--- src/rtl/core/assert_macros.svh ---
// Assertion macros shared by the deque RTL.
// Define NO_ASSERTIONS to compile every check away.
`ifndef ASSERT_MACROS_SVH
`define ASSERT_MACROS_SVH
`ifndef NO_ASSERTIONS
// Check a property on every clock edge outside reset.
`define DQ_ASSERT(label, prop, msg) \
	label: assert property (@(posedge clk) disable iff (!arst_n) prop) else $error(msg);
// Check that a condition in one cycle implies a property in the next.
`define DQ_ASSERT_NEXT(label, pre, post, msg) \
	label: assert property (@(posedge clk) disable iff (!arst_n) pre |=> post) else $error(msg);
`else
`define DQ_ASSERT(label, prop, msg)
`define DQ_ASSERT_NEXT(label, pre, post, msg)
`endif
`endif

--- src/rtl/core/dq_pkg.sv ---
// Package for the double-ended queue: field widths, operation and status codes,
// controller/datapath handshake structs. No dependencies.
package dq_pkg;

	// Default sizing
	localparam int DQ_CAPACITY  = 16;
	localparam int DQ_WORD_BITS = 32;

	// Fixed field widths
	localparam int DQ_MODE_W   = 2;
	localparam int DQ_VALUE_W  = 32;
	localparam int DQ_STATUS_W = 2;
	localparam int DQ_OCC_W    = 5;

	// Operation codes
	localparam logic [DQ_MODE_W-1:0] MODE_PUSH_FRONT = 2'd0;
	localparam logic [DQ_MODE_W-1:0] MODE_PUSH_BACK  = 2'd1;
	localparam logic [DQ_MODE_W-1:0] MODE_POP_FRONT  = 2'd2;
	localparam logic [DQ_MODE_W-1:0] MODE_POP_BACK   = 2'd3;

	// Result status codes
	localparam logic [DQ_STATUS_W-1:0] STATUS_OK         = 2'd0;
	localparam logic [DQ_STATUS_W-1:0] STATUS_POP_EMPTY  = 2'd1;
	localparam logic [DQ_STATUS_W-1:0] STATUS_PUSH_FULL  = 2'd2;

	// Word returned when nothing is popped
	localparam logic [DQ_VALUE_W-1:0] NO_WORD = '1;

	// Controller to datapath
	typedef struct packed {
		logic take;   // latch the accepted request
		logic exec;   // apply the operation to indices, count and store
		logic fetch;  // load the read word into the result register
	} dq_cmd_t;

	// Datapath to controller
	typedef struct packed {
		logic rd_pending;  // the operation in flight issued a store read
	} dq_sts_t;

endpackage

--- src/rtl/core/dq_req_if.sv ---
// Request channel of the deque: valid/ready plus operation code and word.
// Depends on dq_pkg.
interface dq_req_if;
	import dq_pkg::*;

	logic                         valid;
	logic                         ready;
	logic [DQ_MODE_W-1:0]         mode;
	logic signed [DQ_VALUE_W-1:0] value;

	modport source (output valid, mode, value, input ready);
	modport sink (input valid, mode, value, output ready);
endinterface

--- src/rtl/core/dq_rsp_if.sv ---
// Result channel of the deque: valid/ready plus popped word and status fields.
// Depends on dq_pkg.
interface dq_rsp_if;
	import dq_pkg::*;

	logic                         valid;
	logic                         ready;
	logic signed [DQ_VALUE_W-1:0] popped_word;
	logic [DQ_STATUS_W-1:0]       status;
	logic [DQ_OCC_W-1:0]          occupancy;
	logic                         is_empty;

	modport source (output valid, popped_word, status, occupancy, is_empty, input ready);
	modport sink (input valid, popped_word, status, occupancy, is_empty, output ready);
endinterface

--- src/rtl/core/dq_ctrl.sv ---
// Sequencer of the deque: accept, execute, fetch the read word, present the result.
// Depends on dq_pkg.
module dq_ctrl (
	input  logic            clk,
	input  logic            arst_n,
	input  logic            in_valid,
	output logic            in_ready,
	output logic            out_valid,
	input  logic            out_ready,
	output dq_pkg::dq_cmd_t cmd,
	input  dq_pkg::dq_sts_t sts
);
	import dq_pkg::*;

	typedef enum logic [1:0] {
		S_IDLE,
		S_EXEC,
		S_LOAD,
		S_OUT
	} state_t;

	state_t state_q;
	logic   in_ready_q;
	logic   out_valid_q;

	// Decode commands from the current state
	always_comb begin
		cmd.take  = in_valid & in_ready_q;
		cmd.exec  = (state_q == S_EXEC);
		cmd.fetch = (state_q == S_LOAD);
	end

	// Advance the sequence; hold the result until its transfer
	always_ff @(posedge clk or negedge arst_n) begin
		if (!arst_n) begin
			state_q     <= S_IDLE;
			in_ready_q  <= 1'b1;
			out_valid_q <= 1'b0;
		end else begin
			unique case (state_q)
				S_IDLE: begin
					if (in_valid && in_ready_q) begin
						state_q    <= S_EXEC;
						in_ready_q <= 1'b0;
					end
				end
				S_EXEC: begin
					if (sts.rd_pending) begin
						state_q <= S_LOAD;
					end else begin
						state_q     <= S_OUT;
						out_valid_q <= 1'b1;
					end
				end
				S_LOAD: begin
					state_q     <= S_OUT;
					out_valid_q <= 1'b1;
				end
				S_OUT: begin
					if (out_ready) begin
						state_q     <= S_IDLE;
						out_valid_q <= 1'b0;
						in_ready_q  <= 1'b1;
					end
				end
				default: begin
					state_q <= S_IDLE;
				end
			endcase
		end
	end

	assign in_ready  = in_ready_q;
	assign out_valid = out_valid_q;

endmodule

--- src/rtl/core/dq_dp.sv ---
// Datapath of the deque: ring store, front/back indices, word count, result register.
// Depends on dq_pkg and assert_macros.svh.
`include "assert_macros.svh"
module dq_dp #(
	parameter int CAPACITY  = dq_pkg::DQ_CAPACITY,
	parameter int WORD_BITS = dq_pkg::DQ_WORD_BITS
) (
	input  logic                                 clk,
	input  logic                                 arst_n,
	input  dq_pkg::dq_cmd_t                      cmd,
	output dq_pkg::dq_sts_t                      sts,
	input  logic [dq_pkg::DQ_MODE_W-1:0]         mode,
	input  logic signed [dq_pkg::DQ_VALUE_W-1:0] value,
	output logic signed [dq_pkg::DQ_VALUE_W-1:0] popped_word,
	output logic [dq_pkg::DQ_STATUS_W-1:0]       status,
	output logic [dq_pkg::DQ_OCC_W-1:0]          occupancy,
	output logic                                 is_empty
);
	import dq_pkg::*;

	localparam int IDX_W = $clog2(CAPACITY);
	localparam int CNT_W = $clog2(CAPACITY + 1);
	localparam logic [IDX_W-1:0] LAST_IDX = IDX_W'(CAPACITY - 1);
	localparam logic [CNT_W-1:0] FULL_CNT = CNT_W'(CAPACITY);

	// Request registers
	logic [DQ_MODE_W-1:0]  mode_q;
	logic [DQ_VALUE_W-1:0] value_q;

	// Ring state
	logic [WORD_BITS-1:0] ring_q [CAPACITY];
	logic [WORD_BITS-1:0] rdata_q;
	logic [IDX_W-1:0]     front_q;
	logic [IDX_W-1:0]     back_q;
	logic [CNT_W-1:0]     count_q;

	// Result registers
	logic [DQ_VALUE_W-1:0]  popped_q;
	logic [DQ_STATUS_W-1:0] status_q;
	logic [DQ_OCC_W-1:0]    occ_q;
	logic                   empty_q;

	logic                  is_push;
	logic                  full;
	logic                  empty;
	logic [IDX_W-1:0]      front_prev;
	logic [IDX_W-1:0]      front_next;
	logic [IDX_W-1:0]      back_prev;
	logic [IDX_W-1:0]      back_next;
	logic                  do_write;
	logic                  do_read;
	logic [IDX_W-1:0]      wr_addr;
	logic [IDX_W-1:0]      rd_addr;
	logic [WORD_BITS-1:0]  wdata;
	logic [DQ_VALUE_W-1:0] rd_word;
	logic [IDX_W-1:0]      front_d;
	logic [IDX_W-1:0]      back_d;
	logic [CNT_W-1:0]      count_d;
	logic [DQ_STATUS_W-1:0] status_d;

	// Latch the accepted request
	always_ff @(posedge clk) begin
		if (cmd.take) begin
			mode_q  <= mode;
			value_q <= value;
		end
	end

	// Resize the word between request width, store width and result width
	generate
		if (WORD_BITS > DQ_VALUE_W) begin : g_wide
			assign wdata   = {{(WORD_BITS - DQ_VALUE_W){value_q[DQ_VALUE_W-1]}}, value_q};
			assign rd_word = rdata_q[DQ_VALUE_W-1:0];
		end else if (WORD_BITS == DQ_VALUE_W) begin : g_equal
			assign wdata   = value_q;
			assign rd_word = rdata_q;
		end else begin : g_narrow
			assign wdata   = value_q[WORD_BITS-1:0];
			assign rd_word = {{(DQ_VALUE_W - WORD_BITS){1'b0}}, rdata_q};
		end
	endgenerate

	// Wrap the indices around the ring
	always_comb begin
		front_prev = (front_q == '0) ? LAST_IDX : front_q - IDX_W'(1);
		front_next = (front_q == LAST_IDX) ? '0 : front_q + IDX_W'(1);
		back_prev  = (back_q == '0) ? LAST_IDX : back_q - IDX_W'(1);
		back_next  = (back_q == LAST_IDX) ? '0 : back_q + IDX_W'(1);
	end

	// Decide the operation and the next index and count values
	always_comb begin
		is_push  = ~mode_q[1];
		full     = (count_q == FULL_CNT);
		empty    = (count_q == '0);
		do_write = cmd.exec & is_push & ~full;
		do_read  = cmd.exec & ~is_push & ~empty;
		wr_addr  = (mode_q == MODE_PUSH_FRONT) ? front_prev : back_q;
		rd_addr  = (mode_q == MODE_POP_FRONT) ? front_q : back_prev;
		front_d  = front_q;
		back_d   = back_q;
		count_d  = count_q;
		status_d = STATUS_OK;
		unique case (mode_q)
			MODE_PUSH_FRONT: begin
				if (full) begin
					status_d = STATUS_PUSH_FULL;
				end else begin
					front_d = front_prev;
					count_d = count_q + CNT_W'(1);
				end
			end
			MODE_PUSH_BACK: begin
				if (full) begin
					status_d = STATUS_PUSH_FULL;
				end else begin
					back_d  = back_next;
					count_d = count_q + CNT_W'(1);
				end
			end
			MODE_POP_FRONT: begin
				if (empty) begin
					status_d = STATUS_POP_EMPTY;
				end else begin
					front_d = front_next;
					count_d = count_q - CNT_W'(1);
				end
			end
			MODE_POP_BACK: begin
				if (empty) begin
					status_d = STATUS_POP_EMPTY;
				end else begin
					back_d  = back_prev;
					count_d = count_q - CNT_W'(1);
				end
			end
			default: begin
				status_d = STATUS_OK;
			end
		endcase
	end

	assign sts.rd_pending = do_read;

	// Write and read the ring store
	always_ff @(posedge clk) begin
		if (do_write) begin
			ring_q[wr_addr] <= wdata;
		end
		if (do_read) begin
			rdata_q <= ring_q[rd_addr];
		end
	end

	// Update indices and count
	always_ff @(posedge clk or negedge arst_n) begin
		if (!arst_n) begin
			front_q <= '0;
			back_q  <= '0;
			count_q <= '0;
		end else if (cmd.exec) begin
			front_q <= front_d;
			back_q  <= back_d;
			count_q <= count_d;
		end
	end

	// Load the result fields, then the popped word once it is read
	always_ff @(posedge clk) begin
		if (cmd.exec) begin
			popped_q <= NO_WORD;
			status_q <= status_d;
			occ_q    <= DQ_OCC_W'(count_d);
			empty_q  <= (count_d == '0);
		end else if (cmd.fetch) begin
			popped_q <= rd_word;
		end
	end

	assign popped_word = popped_q;
	assign status      = status_q;
	assign occupancy   = occ_q;
	assign is_empty    = empty_q;

	`DQ_ASSERT(a_count_bound, count_q <= FULL_CNT, "word count exceeds capacity")
	`DQ_ASSERT(a_ring_wrap, (count_q == '0 || count_q == FULL_CNT) |-> front_q == back_q, "indices disagree with empty or full count")
	`DQ_ASSERT_NEXT(a_count_hold, !cmd.exec, $stable(count_q), "word count changed outside execute")
	`DQ_ASSERT(a_no_overlap, !(do_write && do_read), "store written and read by one operation")

endmodule

--- src/rtl/core/double_ended_queue.sv ---
// Bounded double-ended queue of signed words.
// Channels: req (valid/ready; mode, value) and rsp (valid/ready; popped_word,
// status, occupancy, is_empty). A transfer occurs when valid and ready are both high.
// Each request is one of push front, push back, pop front, pop back and yields
// exactly one result. A pop on an empty queue returns all ones with status pop-empty;
// a push on a full queue is dropped with status push-full and returns all ones.
// Timing: one request is in flight at a time. rsp.valid rises after the execute state for a
// push or a pop on an empty queue, and after an added fetch state for any other pop, the
// registered read of the ring store. A new request is taken only once the previous result
// has transferred (the states run idle, execute, optional fetch, output).
// Stall: while rsp.ready is low the result is held and req.ready stays low.
// Reset (arst_n low): the queue empties, indices and count clear, no result pending.
// The ring store itself is not cleared; only written slots are ever read.
// Depends on dq_pkg, dq_req_if, dq_rsp_if, dq_ctrl, dq_dp.
module double_ended_queue #(
	parameter int CAPACITY  = dq_pkg::DQ_CAPACITY,
	parameter int WORD_BITS = dq_pkg::DQ_WORD_BITS
) (
	input logic      clk,
	input logic      arst_n,
	dq_req_if.sink   req,
	dq_rsp_if.source rsp
);
	import dq_pkg::*;

	dq_cmd_t cmd;
	dq_sts_t sts;

	// Sequence each request
	dq_ctrl u_ctrl (
		.clk       (clk),
		.arst_n    (arst_n),
		.in_valid  (req.valid),
		.in_ready  (req.ready),
		.out_valid (rsp.valid),
		.out_ready (rsp.ready),
		.cmd       (cmd),
		.sts       (sts)
	);

	// Hold the ring and compute results
	dq_dp #(
		.CAPACITY  (CAPACITY),
		.WORD_BITS (WORD_BITS)
	) u_dp (
		.clk         (clk),
		.arst_n      (arst_n),
		.cmd         (cmd),
		.sts         (sts),
		.mode        (req.mode),
		.value       (req.value),
		.popped_word (rsp.popped_word),
		.status      (rsp.status),
		.occupancy   (rsp.occupancy),
		.is_empty    (rsp.is_empty)
	);

endmodule
--- src/flat_wrapper.sv ---
// flat-port wrapper written by rule: the top's interface ports become plain ports
module double_ended_queue_flat import dq_pkg::*;
#(
	parameter int CAPACITY  = dq_pkg::DQ_CAPACITY,
	parameter int WORD_BITS = dq_pkg::DQ_WORD_BITS
)
  (clk, arst_n, req_valid, req_mode, req_value, req_ready, rsp_valid, rsp_popped_word, rsp_status, rsp_occupancy, rsp_is_empty, rsp_ready);
  dq_req_if req_i ();
  dq_rsp_if rsp_i ();
  input logic clk;
  input logic arst_n;
  input wire logic [$bits(req_i.valid)-1:0] req_valid;
  input wire logic [$bits(req_i.mode)-1:0] req_mode;
  input wire logic [$bits(req_i.value)-1:0] req_value;
  output wire logic [$bits(req_i.ready)-1:0] req_ready;
  output wire logic [$bits(rsp_i.valid)-1:0] rsp_valid;
  output wire logic [$bits(rsp_i.popped_word)-1:0] rsp_popped_word;
  output wire logic [$bits(rsp_i.status)-1:0] rsp_status;
  output wire logic [$bits(rsp_i.occupancy)-1:0] rsp_occupancy;
  output wire logic [$bits(rsp_i.is_empty)-1:0] rsp_is_empty;
  input wire logic [$bits(rsp_i.ready)-1:0] rsp_ready;
  assign req_i.valid = req_valid;
  assign req_i.mode = req_mode;
  assign req_i.value = req_value;
  assign req_ready = req_i.ready;
  assign rsp_valid = rsp_i.valid;
  assign rsp_popped_word = rsp_i.popped_word;
  assign rsp_status = rsp_i.status;
  assign rsp_occupancy = rsp_i.occupancy;
  assign rsp_is_empty = rsp_i.is_empty;
  assign rsp_i.ready = rsp_ready;
  double_ended_queue #(.CAPACITY(CAPACITY), .WORD_BITS(WORD_BITS)) u_core (.clk(clk), .arst_n(arst_n), .req(req_i), .rsp(rsp_i));
endmodule
--- config.mk ---
export PLATFORM = sky130hd
export DESIGN_NAME = double_ended_queue_flat
export DESIGN_NICKNAME = d
export VERILOG_FILES = /design/src/rtl/core/dq_pkg.sv /design/src/rtl/core/dq_req_if.sv /design/src/rtl/core/dq_rsp_if.sv /design/src/rtl/core/dq_ctrl.sv /design/src/rtl/core/dq_dp.sv /design/src/rtl/core/double_ended_queue.sv /design/src/flat_wrapper.sv
export VERILOG_INCLUDE_DIRS = /design/src /design/src/rtl/core
export SDC_FILE = /design/constraint.sdc
export NUM_CORES = 1
export LEC_CHECK = 0
export ABC_AREA = 1
export ABC_CLOCK_PERIOD_IN_PS = 4300
export CORE_ASPECT_RATIO = 1.5
export CORE_MARGIN = 5
export CORE_UTILIZATION = 63
export CTS_CLUSTER_DIAMETER = 30
export DETAILED_ROUTE_END_ITERATION = 10
export DONT_BUFFER_PORTS = 1
export GPL_TIMING_DRIVEN = 0
export PLACE_DENSITY = 0.82
export SKIP_LAST_GASP = 1
export SLEW_MARGIN = 20
export SYNTH_ARGS = -nofsm -noshare
export SYNTH_HDL_FRONTEND = slang
export SYNTH_SLANG_ARGS = --single-unit
--- constraint.sdc ---
create_clock -name clk -period 4.3 [get_ports clk]
set_input_delay 0.645 -clock clk [delete_from_list [all_inputs] [get_ports clk]]
set_output_delay 0.645 -clock clk [all_outputs]
set_load 0.02 [all_outputs]
==> impl_metrics.py, run 1 <==
metrics = {
    "clock_tree": {
        "ctsResizeCount": 0,
        "cts_root_buf": "clkbuf_16",
        "cts_buffer_depth": 3,
        "postCtsSetupRepairBufs": 0,
        "cts.clk_slew.worst_paths_ns": 0.06,
        "cts_tree": "built",
        "cts-buffers-inserted": 85,
        "h-tree-depth": 3,
        "clk_latency_ns": 0.63,
        "cts_num_sinks": 635,
    },
    "worst_setup_path": {
        "slowest_stage": "buf_1",
        "crit_family": "buffers and inverters",
        "max_stage_delay_ns": 0.68,
        "worstPathCellList": "inv_1 > ha_1 > inv_1 > nand2_1 > o21ai_2 > inv_1 > buf_2 > buf_1 > nand2_1 > nand3_1 > nand3_1 > nand2_1",
        "cp.required_ns": 4.77,
        "crit_fanout": 10,
        "critPathKind": "flip-flop to flip-flop",
        "worst-path-buf-inv": 5,
        "cp.arrival_ns": 3.63,
        "start_kind": "flip-flop",
        "worstSetupEndpointType": "flip-flop",
    },
    "power": {
        "p_per_area_nw_per_um2": 809,
        "leakage_nw": 12.8,
        "peakVddDrop_mv": 0.487,
    },
    "synth": {
        "synth_fp_nets": 2512,
        "yosys_warnings": 0,
        "synth_cell_type_count": 29,
        "synth.area.top_cells": "edfxtp_1 66%, nand3_1 12%, nand2_1 9.4%, inv_1 4.1%, dfxtp_1 2.4%",
        "avgSynthCellArea_um2": 10.9,
        "postSynthCellCount": 2463,
        "synth-seq-cells": 635,
        "yosysSeqAreaShare_pct": 69.8,
        "yosys.area.top_type": "edfxtp_1",
        "synth_top_cell_area_share_pct": 65.8,
        "netlist_area_um2": 26700,
    },
    "die": {
        "core-area_um2": 42000,
        "die_width_um": 178,
        "die_area_um2": 46700,
        "io_pins": 80,
        "die_h_um": 262,
        "rows": 92,
        "start_util_pct": 63.6,
    },
    "routing": {
        "wl_per_cell_um": 24.2,
        "antenna_left": 0,
        "post-route-drc-count": 0,
        "routed_via_density": 6.20,
        "drtPass1Iterations": 6,
        "vias": 19900,
        "drtIter0Drc": 3096,
        "drt-total-wl_um": 77700,
    },
    "timing": {
        "clock_skew_ns": 0.0226,
        "fin_crit_sh_pct": 73.6,
        "setup_violations": 0,
        "slew_headroom_pct": 38.6,
        "tightest_slew_ns": 0.920,
        "timing.fmax_mhz": 316,
        "maxSlewViolCount": 0,
        "hold_viol_final": 0,
        "rsz0062_at_grt": "false",
        "period_minus_slack_ns": 3.16,
    },
    "placed_design": {
        "gp_congestion": 0.913,
        "dp_cells": 3048,
        "port_buffers": 0,
        "dp_hpwl_um": 48900,
    },
    "finish": {
        "nets": 2621,
        "areaGrowthSynthToFinish_pct": 15.9,
        "drive_gt1_share_pct": 12.0,
        "final_util_pct": 73.8,
        "n_fill_cell": 2508,
        "layout.cells.non_filler": 3208,
    },
    "flow_run": {
        "cap_violations": 0,
    },
    "min_path": {
        "hold_path_class": "primary input to flip-flop",
    },
    "global_route": {
        "grt_pass1_vias": 20100,
        "grt_max_degree": 33,
        "track_usage_pct": 32.8,
        "overflow": 0,
        "grt_pass1_wl_um": 114000,
        "antenna_found_initial": 2,
    },
    "status": {
        "status": "complete, no violations",
    },
}
[report_power, final]
part	switching, W	leakage [nW]	internal [W]	total [W]
clock network	0.00292	1.42	0.00424	0.00717
logic	0.00707	5.57	0.00247	0.00954
registers	0.000703	5.78	0.00768	0.00838
total	0.0107	12.8	0.0144	0.0251
[stage by stage]
step | setup slack (ns) | setup TNS (ns) | hold WS (ns) | total power (W) | area, µm²
2_1_floorplan | 1.16 | 0 | 0.349 | 0.0139 | 26700
6_report | 1.14 | 0 | 0.109 | 0.0251 | 31000
5_1_grt | 1.06 | 0 | 0.101 | 0.0259 | 31000
4_1_cts | 1.27 | 0 | 0.0973 | 0.0246 | 31000
3_3_place_gp | -0.586 | -167.18 | 0.350 | 0.0169 | 27400
3_5_place_dp | 1.28 | 0 | 0.350 | 0.0174 | 28000
[cell usage after synthesis, drive strengths merged]
cell     number
o22ai         3
o21ai        30
xor2          6
or2           1
dfstp         1
xnor2         4
inv         297
edfxtp      586
buf         122
nand3       624
nor2         29
dfrtp        16
clkbuf       22
ha           11
nand4         2
o2111ai       1
dfxtp        32
o211ai        1
nand2       669
a21oi         6
[sequential cells by signal, indices dropped and copies added (netlist names)]
signal and flops:
u_core.u_ctrl.in_ready 1, u_core.u_dp.rd_word 32, u_core.u_dp.front_q 4, u_core.u_dp.popped_word 32
u_core.u_ctrl.out_valid 1, u_core.u_dp.ring_q 512, u_core.u_dp.occupancy 5, u_core.u_dp.back_q 4
u_core.u_dp.status 2, u_core.u_dp.value_q 32, u_core.u_dp.mode_q 2, u_core.u_ctrl.state_q 2
u_core.u_dp.is_empty 1, u_core.u_dp.count_q 5
[final cells by class]
class	count	area [µm²]	share of cell area (%)
inverters	297	1110	3.60
clock inverters	70	800	2.58
multi-input cells	1387	6370	20.5
flip-flops and latches	635	18700	60.2
clock buffers	88	2140	6.90
repair buffers	22	495	1.60
well taps	564	706	2.28
diodes	1	2.50	0.00807
plain buffers	144	709	2.29
[final timing paths]
check                                                  start                                 endpoint  slack [ns]  cells past startpoint
setup / recovery           u_core.u_dp.back_q[0]$_DFFE_PN0P_         u_core.u_dp.rd_word[6]$_DFFE_PP_        1.14                     12
hold / removal                                  req_value[0]         u_core.u_dp.value_q[0]$_DFFE_PP_        0.11                      0
setup reg to reg           u_core.u_dp.back_q[0]$_DFFE_PN0P_         u_core.u_dp.rd_word[6]$_DFFE_PP_        1.14                     12
hold reg to reg             u_core.u_dp.rd_word[8]$_DFFE_PP_  u_core.u_dp.popped_word[8]$_SDFFE_PN1N_        0.45                      2
max in group asynchronous                             arst_n     u_core.u_ctrl.state_q[1]$_DFFE_PN0P_        3.14                      1
min in group asynchronous                             arst_n       u_core.u_dp.front_q[0]$_DFFE_PN0P_        0.59                      1
[worst reg2reg max path, delay by kind of cell, from the launching register on]
kind / cells / cell delay (ns)
AO/OA/AOI/OAI: 1 / 0.13
AND/OR/NAND/NOR: 5 / 0.70
adder cells (fa/ha/maj): 1 / 0.33
flip-flops: 1 / 0.45
buffers and inverters: 5 / 1.40
[kinds of logic (layout without fill, tap and decap cells)]
family          Yosys count  after routing  synth area share, %
flops                   635            635                 69.8
xor+xnor                 10             10                0.328
buf+inv                 441            621                 6.82
fa+ha+maj                11             11                0.515
other cells               0              1                    0
simple gates           1325           1325                 21.7
compound gates           41             41                0.833
[what timing repair did]
item | in CTS | in global routing
endpoints found under the setup margin | 0 | 0
hold endpoints to repair | 17 | 0
hold buffers | 1 | 0
[metal layers]
| layer | vias up | wire length (µm) | global-route usage (%) |
|---|---|---|---|
| met5 | - | 9 | 0 |
| met2 | 1646 | 36900 | 52.7 |
| met4 | 2 | 6580 | 23.7 |
| met1 | 9204 | 24300 | 38.3 |
| li1 | 8573 | - | - |
| met3 | 451 | 9910 | 8.02 |
[placed cells by master, fill, tap and decap left out, types with 7 or more instances in the layout]
cell,netlist,layout
buf_12,0,9
buf_16,0,10
buf_2,114,114
bufinv_16,0,8
clkbuf_1,22,25
clkbuf_16,0,85
clkinv_1,0,7
clkinv_2,0,8
clkinv_4,0,10
clkinv_8,0,8
dfrtp_1,16,16
dfxtp_1,32,32
edfxtp_1,586,586
ha_1,11,11
inv_1,293,291
inv_6,0,15
inv_8,0,7
nand2_1,666,666
nand3_1,623,623
nor2_1,29,13
nor2_4,0,16
o21ai_0,25,25
(Power assumes the default switching activity.)
==> run 2: changes to the inputs <==
--- a/config.mk
+++ b/config.mk
@@ -6,8 +6,8 @@
 export SDC_FILE = /design/constraint.sdc
 export NUM_CORES = 1
 export LEC_CHECK = 0
-export ABC_AREA = 1
-export ABC_CLOCK_PERIOD_IN_PS = 4300
+export ABC_AREA = 0
+export ABC_CLOCK_PERIOD_IN_PS = 3100
 export CORE_ASPECT_RATIO = 1.5
 export CORE_MARGIN = 5
 export CORE_UTILIZATION = 63
==> constraint.sdc (replaced) <==
create_clock -name clk -period 3.1 [get_ports clk]
set_input_delay 0.465 -clock clk [delete_from_list [all_inputs] [get_ports clk]]
set_output_delay 0.465 -clock clk [all_outputs]
set_load 0.02 [all_outputs]
==> run 2 against run 1 <==
Net effect: the flow now finishes with violations (setup timing); area after synthesis is 5.5% lower; die area is 5.2% lower; via count decreased by 30%; non-clock buffer count is 8 lower; largest power group unchanged.
==> impl_metrics.py, run 2 <==
metrics = {
    "worst_setup_path": {
        "crit_family": "multiplexers",
        "worstPathCellList": "inv_2 > ha_2 > o21bai_1 > a21oi_1 > a41oi_1 > mux2i_2 > clkbuf_2 > mux2_2",
        "start_kind": "flip-flop",
        "critPathKind": "flip-flop to flip-flop",
        "worst-path-buf-inv": 2,
        "slowest_stage": "mux2i_2",
        "worstSetupEndpointType": "flip-flop",
        "rrSetupSlack_ns": -0.01,
        "cp.required_ns": 3.44,
        "crit_fanout": 10,
        "max_stage_delay_ns": 0.70,
        "cp.arrival_ns": 3.45,
    },
    "placed_design": {
        "dpl_cell_area_um2": 26700,
        "port_buffers": 0,
        "dp_hpwl_um": 37500,
        "gp_congestion": 0.809,
        "dp_cells": 1938,
    },
    "finish": {
        "largest_register_ffs": 512,
        "drive_gt1_share_pct": 22.2,
        "nets": 1612,
        "regMostFlops": "u_core.u_dp.ring_q",
        "finalInstanceArea_um2": 29800,
        "final_common_cell": "edfxtp_1",
        "antenna_cells": 0,
        "areaGrowthSynthToFinish_pct": 18.0,
        "final_cell_mix": "586 x edfxtp_1, 321 x mux2i_1, 97 x mux2_2",
        "layout.cells.non_filler": 2130,
    },
    "clock_tree": {
        "cts_tree": "built",
        "cts.clk_slew.worst_paths_ns": 0.06,
        "cts_buffer_depth": 3,
        "cts_root_buf": "clkbuf_16",
        "cts_num_sinks": 635,
        "clk_latency_ns": 0.61,
        "h-tree-depth": 3,
        "cts-buffers-inserted": 74,
    },
    "synth": {
        "synth-seq-cells": 635,
        "avgSynthCellArea_um2": 18.0,
        "synthArstFlopShare_pct": 2.68,
        "synth.top_cells.by_count": "586 x edfxtp_1, 323 x mux2i_1, 98 x mux2_2, 37 x nor2b_1",
        "yosysSeqAreaShare_pct": 73.9,
        "synth_top_cell_area_share_pct": 69.6,
        "synth-edff-count": 586,
        "postSynthCellCount": 1406,
        "yosys.area.top_type": "edfxtp_1",
        "netlist_area_um2": 25300,
        "yosys_warnings": 0,
        "synth_fp_nets": 1455,
        "synth_most_common_cell": "edfxtp_1",
        "synth_cell_type_count": 53,
        "ys.flop_type": "edfxtp_1",
        "synth.area.top_cells": "edfxtp_1 70%, mux2i_1 13%, mux2_2 4.4%, dfxtp_1 2.5%, dfrtp_1 1.6%",
    },
    "global_route": {
        "track_usage_pct": 28.2,
        "grt_pass1_wl_um": 91900,
        "overflow": 0,
        "antenna_found_initial": 0,
        "grt_max_degree": 22,
        "grt_pass1_vias": 14800,
    },
    "routing": {
        "drtPass1Iterations": 6,
        "vias": 13900,
        "post-route-drc-count": 0,
        "drtIter0Drc": 1602,
        "drt-total-wl_um": 62400,
        "routed_via_density": 6.54,
        "wl_per_cell_um": 29.3,
        "antenna_left": 0,
    },
    "power": {
        "p_per_area_nw_per_um2": 1090,
        "peakVddDrop_mv": 0.891,
        "leakage_nw": 10.8,
    },
    "timing": {
        "maxSlewViolCount": 0,
        "tightest_slew_ns": 0.987,
        "fin_hold_ws_ns": 0.0566,
        "setup_ws_ns": -0.00964,
        "slew_headroom_pct": 34.2,
        "rsz0062_at_grt": "true",
        "timing.fmax_mhz": 322,
        "hold_viol_final": 0,
        "fin_crit_sh_pct": 100,
        "setup_violations": 1,
        "clock_skew_ns": 0.0151,
        "period_minus_slack_ns": 3.11,
    },
    "die": {
        "die_h_um": 255,
        "core-area_um2": 40000,
        "start_util_pct": 63.2,
        "io_pins": 80,
        "rows": 90,
        "die_width_um": 174,
        "die_area_um2": 44300,
    },
    "status": {
        "status": "complete, but fails checks",
        "violations": "setup timing",
    },
    "flow_run": {
        "cap_violations": 0,
    },
    "min_path": {
        "hold_path_class": "primary input to flip-flop",
    },
}
==> run 2: final timing paths <==
| path | startpoint | to | depth (start not counted) |
|---|---|---|---|
| worst max-delay path | u_core.u_dp.back_q[0]$_DFFE_PN0P_ | u_core.u_dp.rd_word[10]$_DFFE_PP_ | 8 |
| worst min-delay path | rsp_ready | u_core.u_ctrl.out_valid$_DFFE_PN0P_ | 2 |
| worst max register to register | u_core.u_dp.back_q[0]$_DFFE_PN0P_ | u_core.u_dp.rd_word[10]$_DFFE_PP_ | 8 |
| worst min register to register | u_core.u_dp.rd_word[2]$_DFFE_PP_ | u_core.u_dp.popped_word[2]$_SDFFE_PN1N_ | 1 |
| max in group asynchronous | arst_n | u_core.u_dp.back_q[0]$_DFFE_PN0P_ | 1 |
| min in group asynchronous | arst_n | u_core.u_dp.back_q[1]$_DFFE_PN0P_ | 1 |
==> run 2: per-stage QoR <==
step | setup WS (ns) | total power [W] | utilization (%) | TNS (ns)
after detailed placement | -0.462 | 0.0233 | 66.7 | -98.28
after global routing | -0.0129 | 0.0335 | 74.6 | -0.0129
final | -0.00964 | 0.0324 | 74.6 | -0.00964
after global placement | -2.39 | 0.0226 | 64.8 | -965.73
after floorplan | -0.322 | 0.0196 | - | -122.94
after CTS | 0.00888 | 0.0321 | 74.5 | 0
==> run 2: cell type report <==
| type | count | area [µm²] |
|---|---|---|
| Clock inverter | 53 | 489 |
| Inverter | 15 | 56.3 |
| Buffer | 74 | 499 |
| Clock buffer | 84 | 1910 |
| Sequential cell | 635 | 18700 |
| Fill cell | 2084 | 10200 |
| Tap cell | 506 | 633 |
| Multi-Input combinational cell | 679 | 6300 |
| Timing Repair Buffer | 84 | 1270 |
==> run 2: cells by family after synthesis <==
kind of cell | share of synthesized area, %
and+or+nand+nor | 2.33
xor gates and xnor gates | 0.312
muxes | 17.3
AOI/OAI and AO/OA | 3.76
DFF | 73.9
buffers and inverters | 1.86
adders and majority gates | 0.545
==> run 2: timing repair <==
item | in CTS | in global routing
pin swaps | 14 | 2
setup buffers | 22 | 1
gates cloned | 0 | 0
gates resized for setup | 39 | 18
hold buffers | 35 | 0
endpoints found under the hold margin | 51 | 0
setup endpoints to repair | 489 | 369
==> run 2: per-layer routing <==
| layer | routed length [µm] | vias to the layer above | global-route usage [%] |
|---|---|---|---|
| met5 | 0 | - | 0 |
| met4 | 3680 | 0 | 15.8 |
| met3 | 4900 | 243 | 5.70 |
| met2 | 32600 | 819 | 50.4 |
| met1 | 21200 | 7013 | 31.9 |
| li1 | - | 5859 | - |
==> run 2: worst reg2reg max path, stage by stage (launching register included) <==
cell	delay, ns
dfrtp_2	0.44
inv_2	0.09
ha_2	0.22
o21bai_1	0.15
a21oi_1	0.17
a41oi_1	0.09
mux2i_2	0.70
clkbuf_2	0.55
mux2_2	0.44
==> run 2: report_power, final <==
part | switching [W] | internal [W]
clock | 0.00358 | 0.00481
combinational | 0.00701 | 0.00515
sequential | 0.000978 | 0.0109
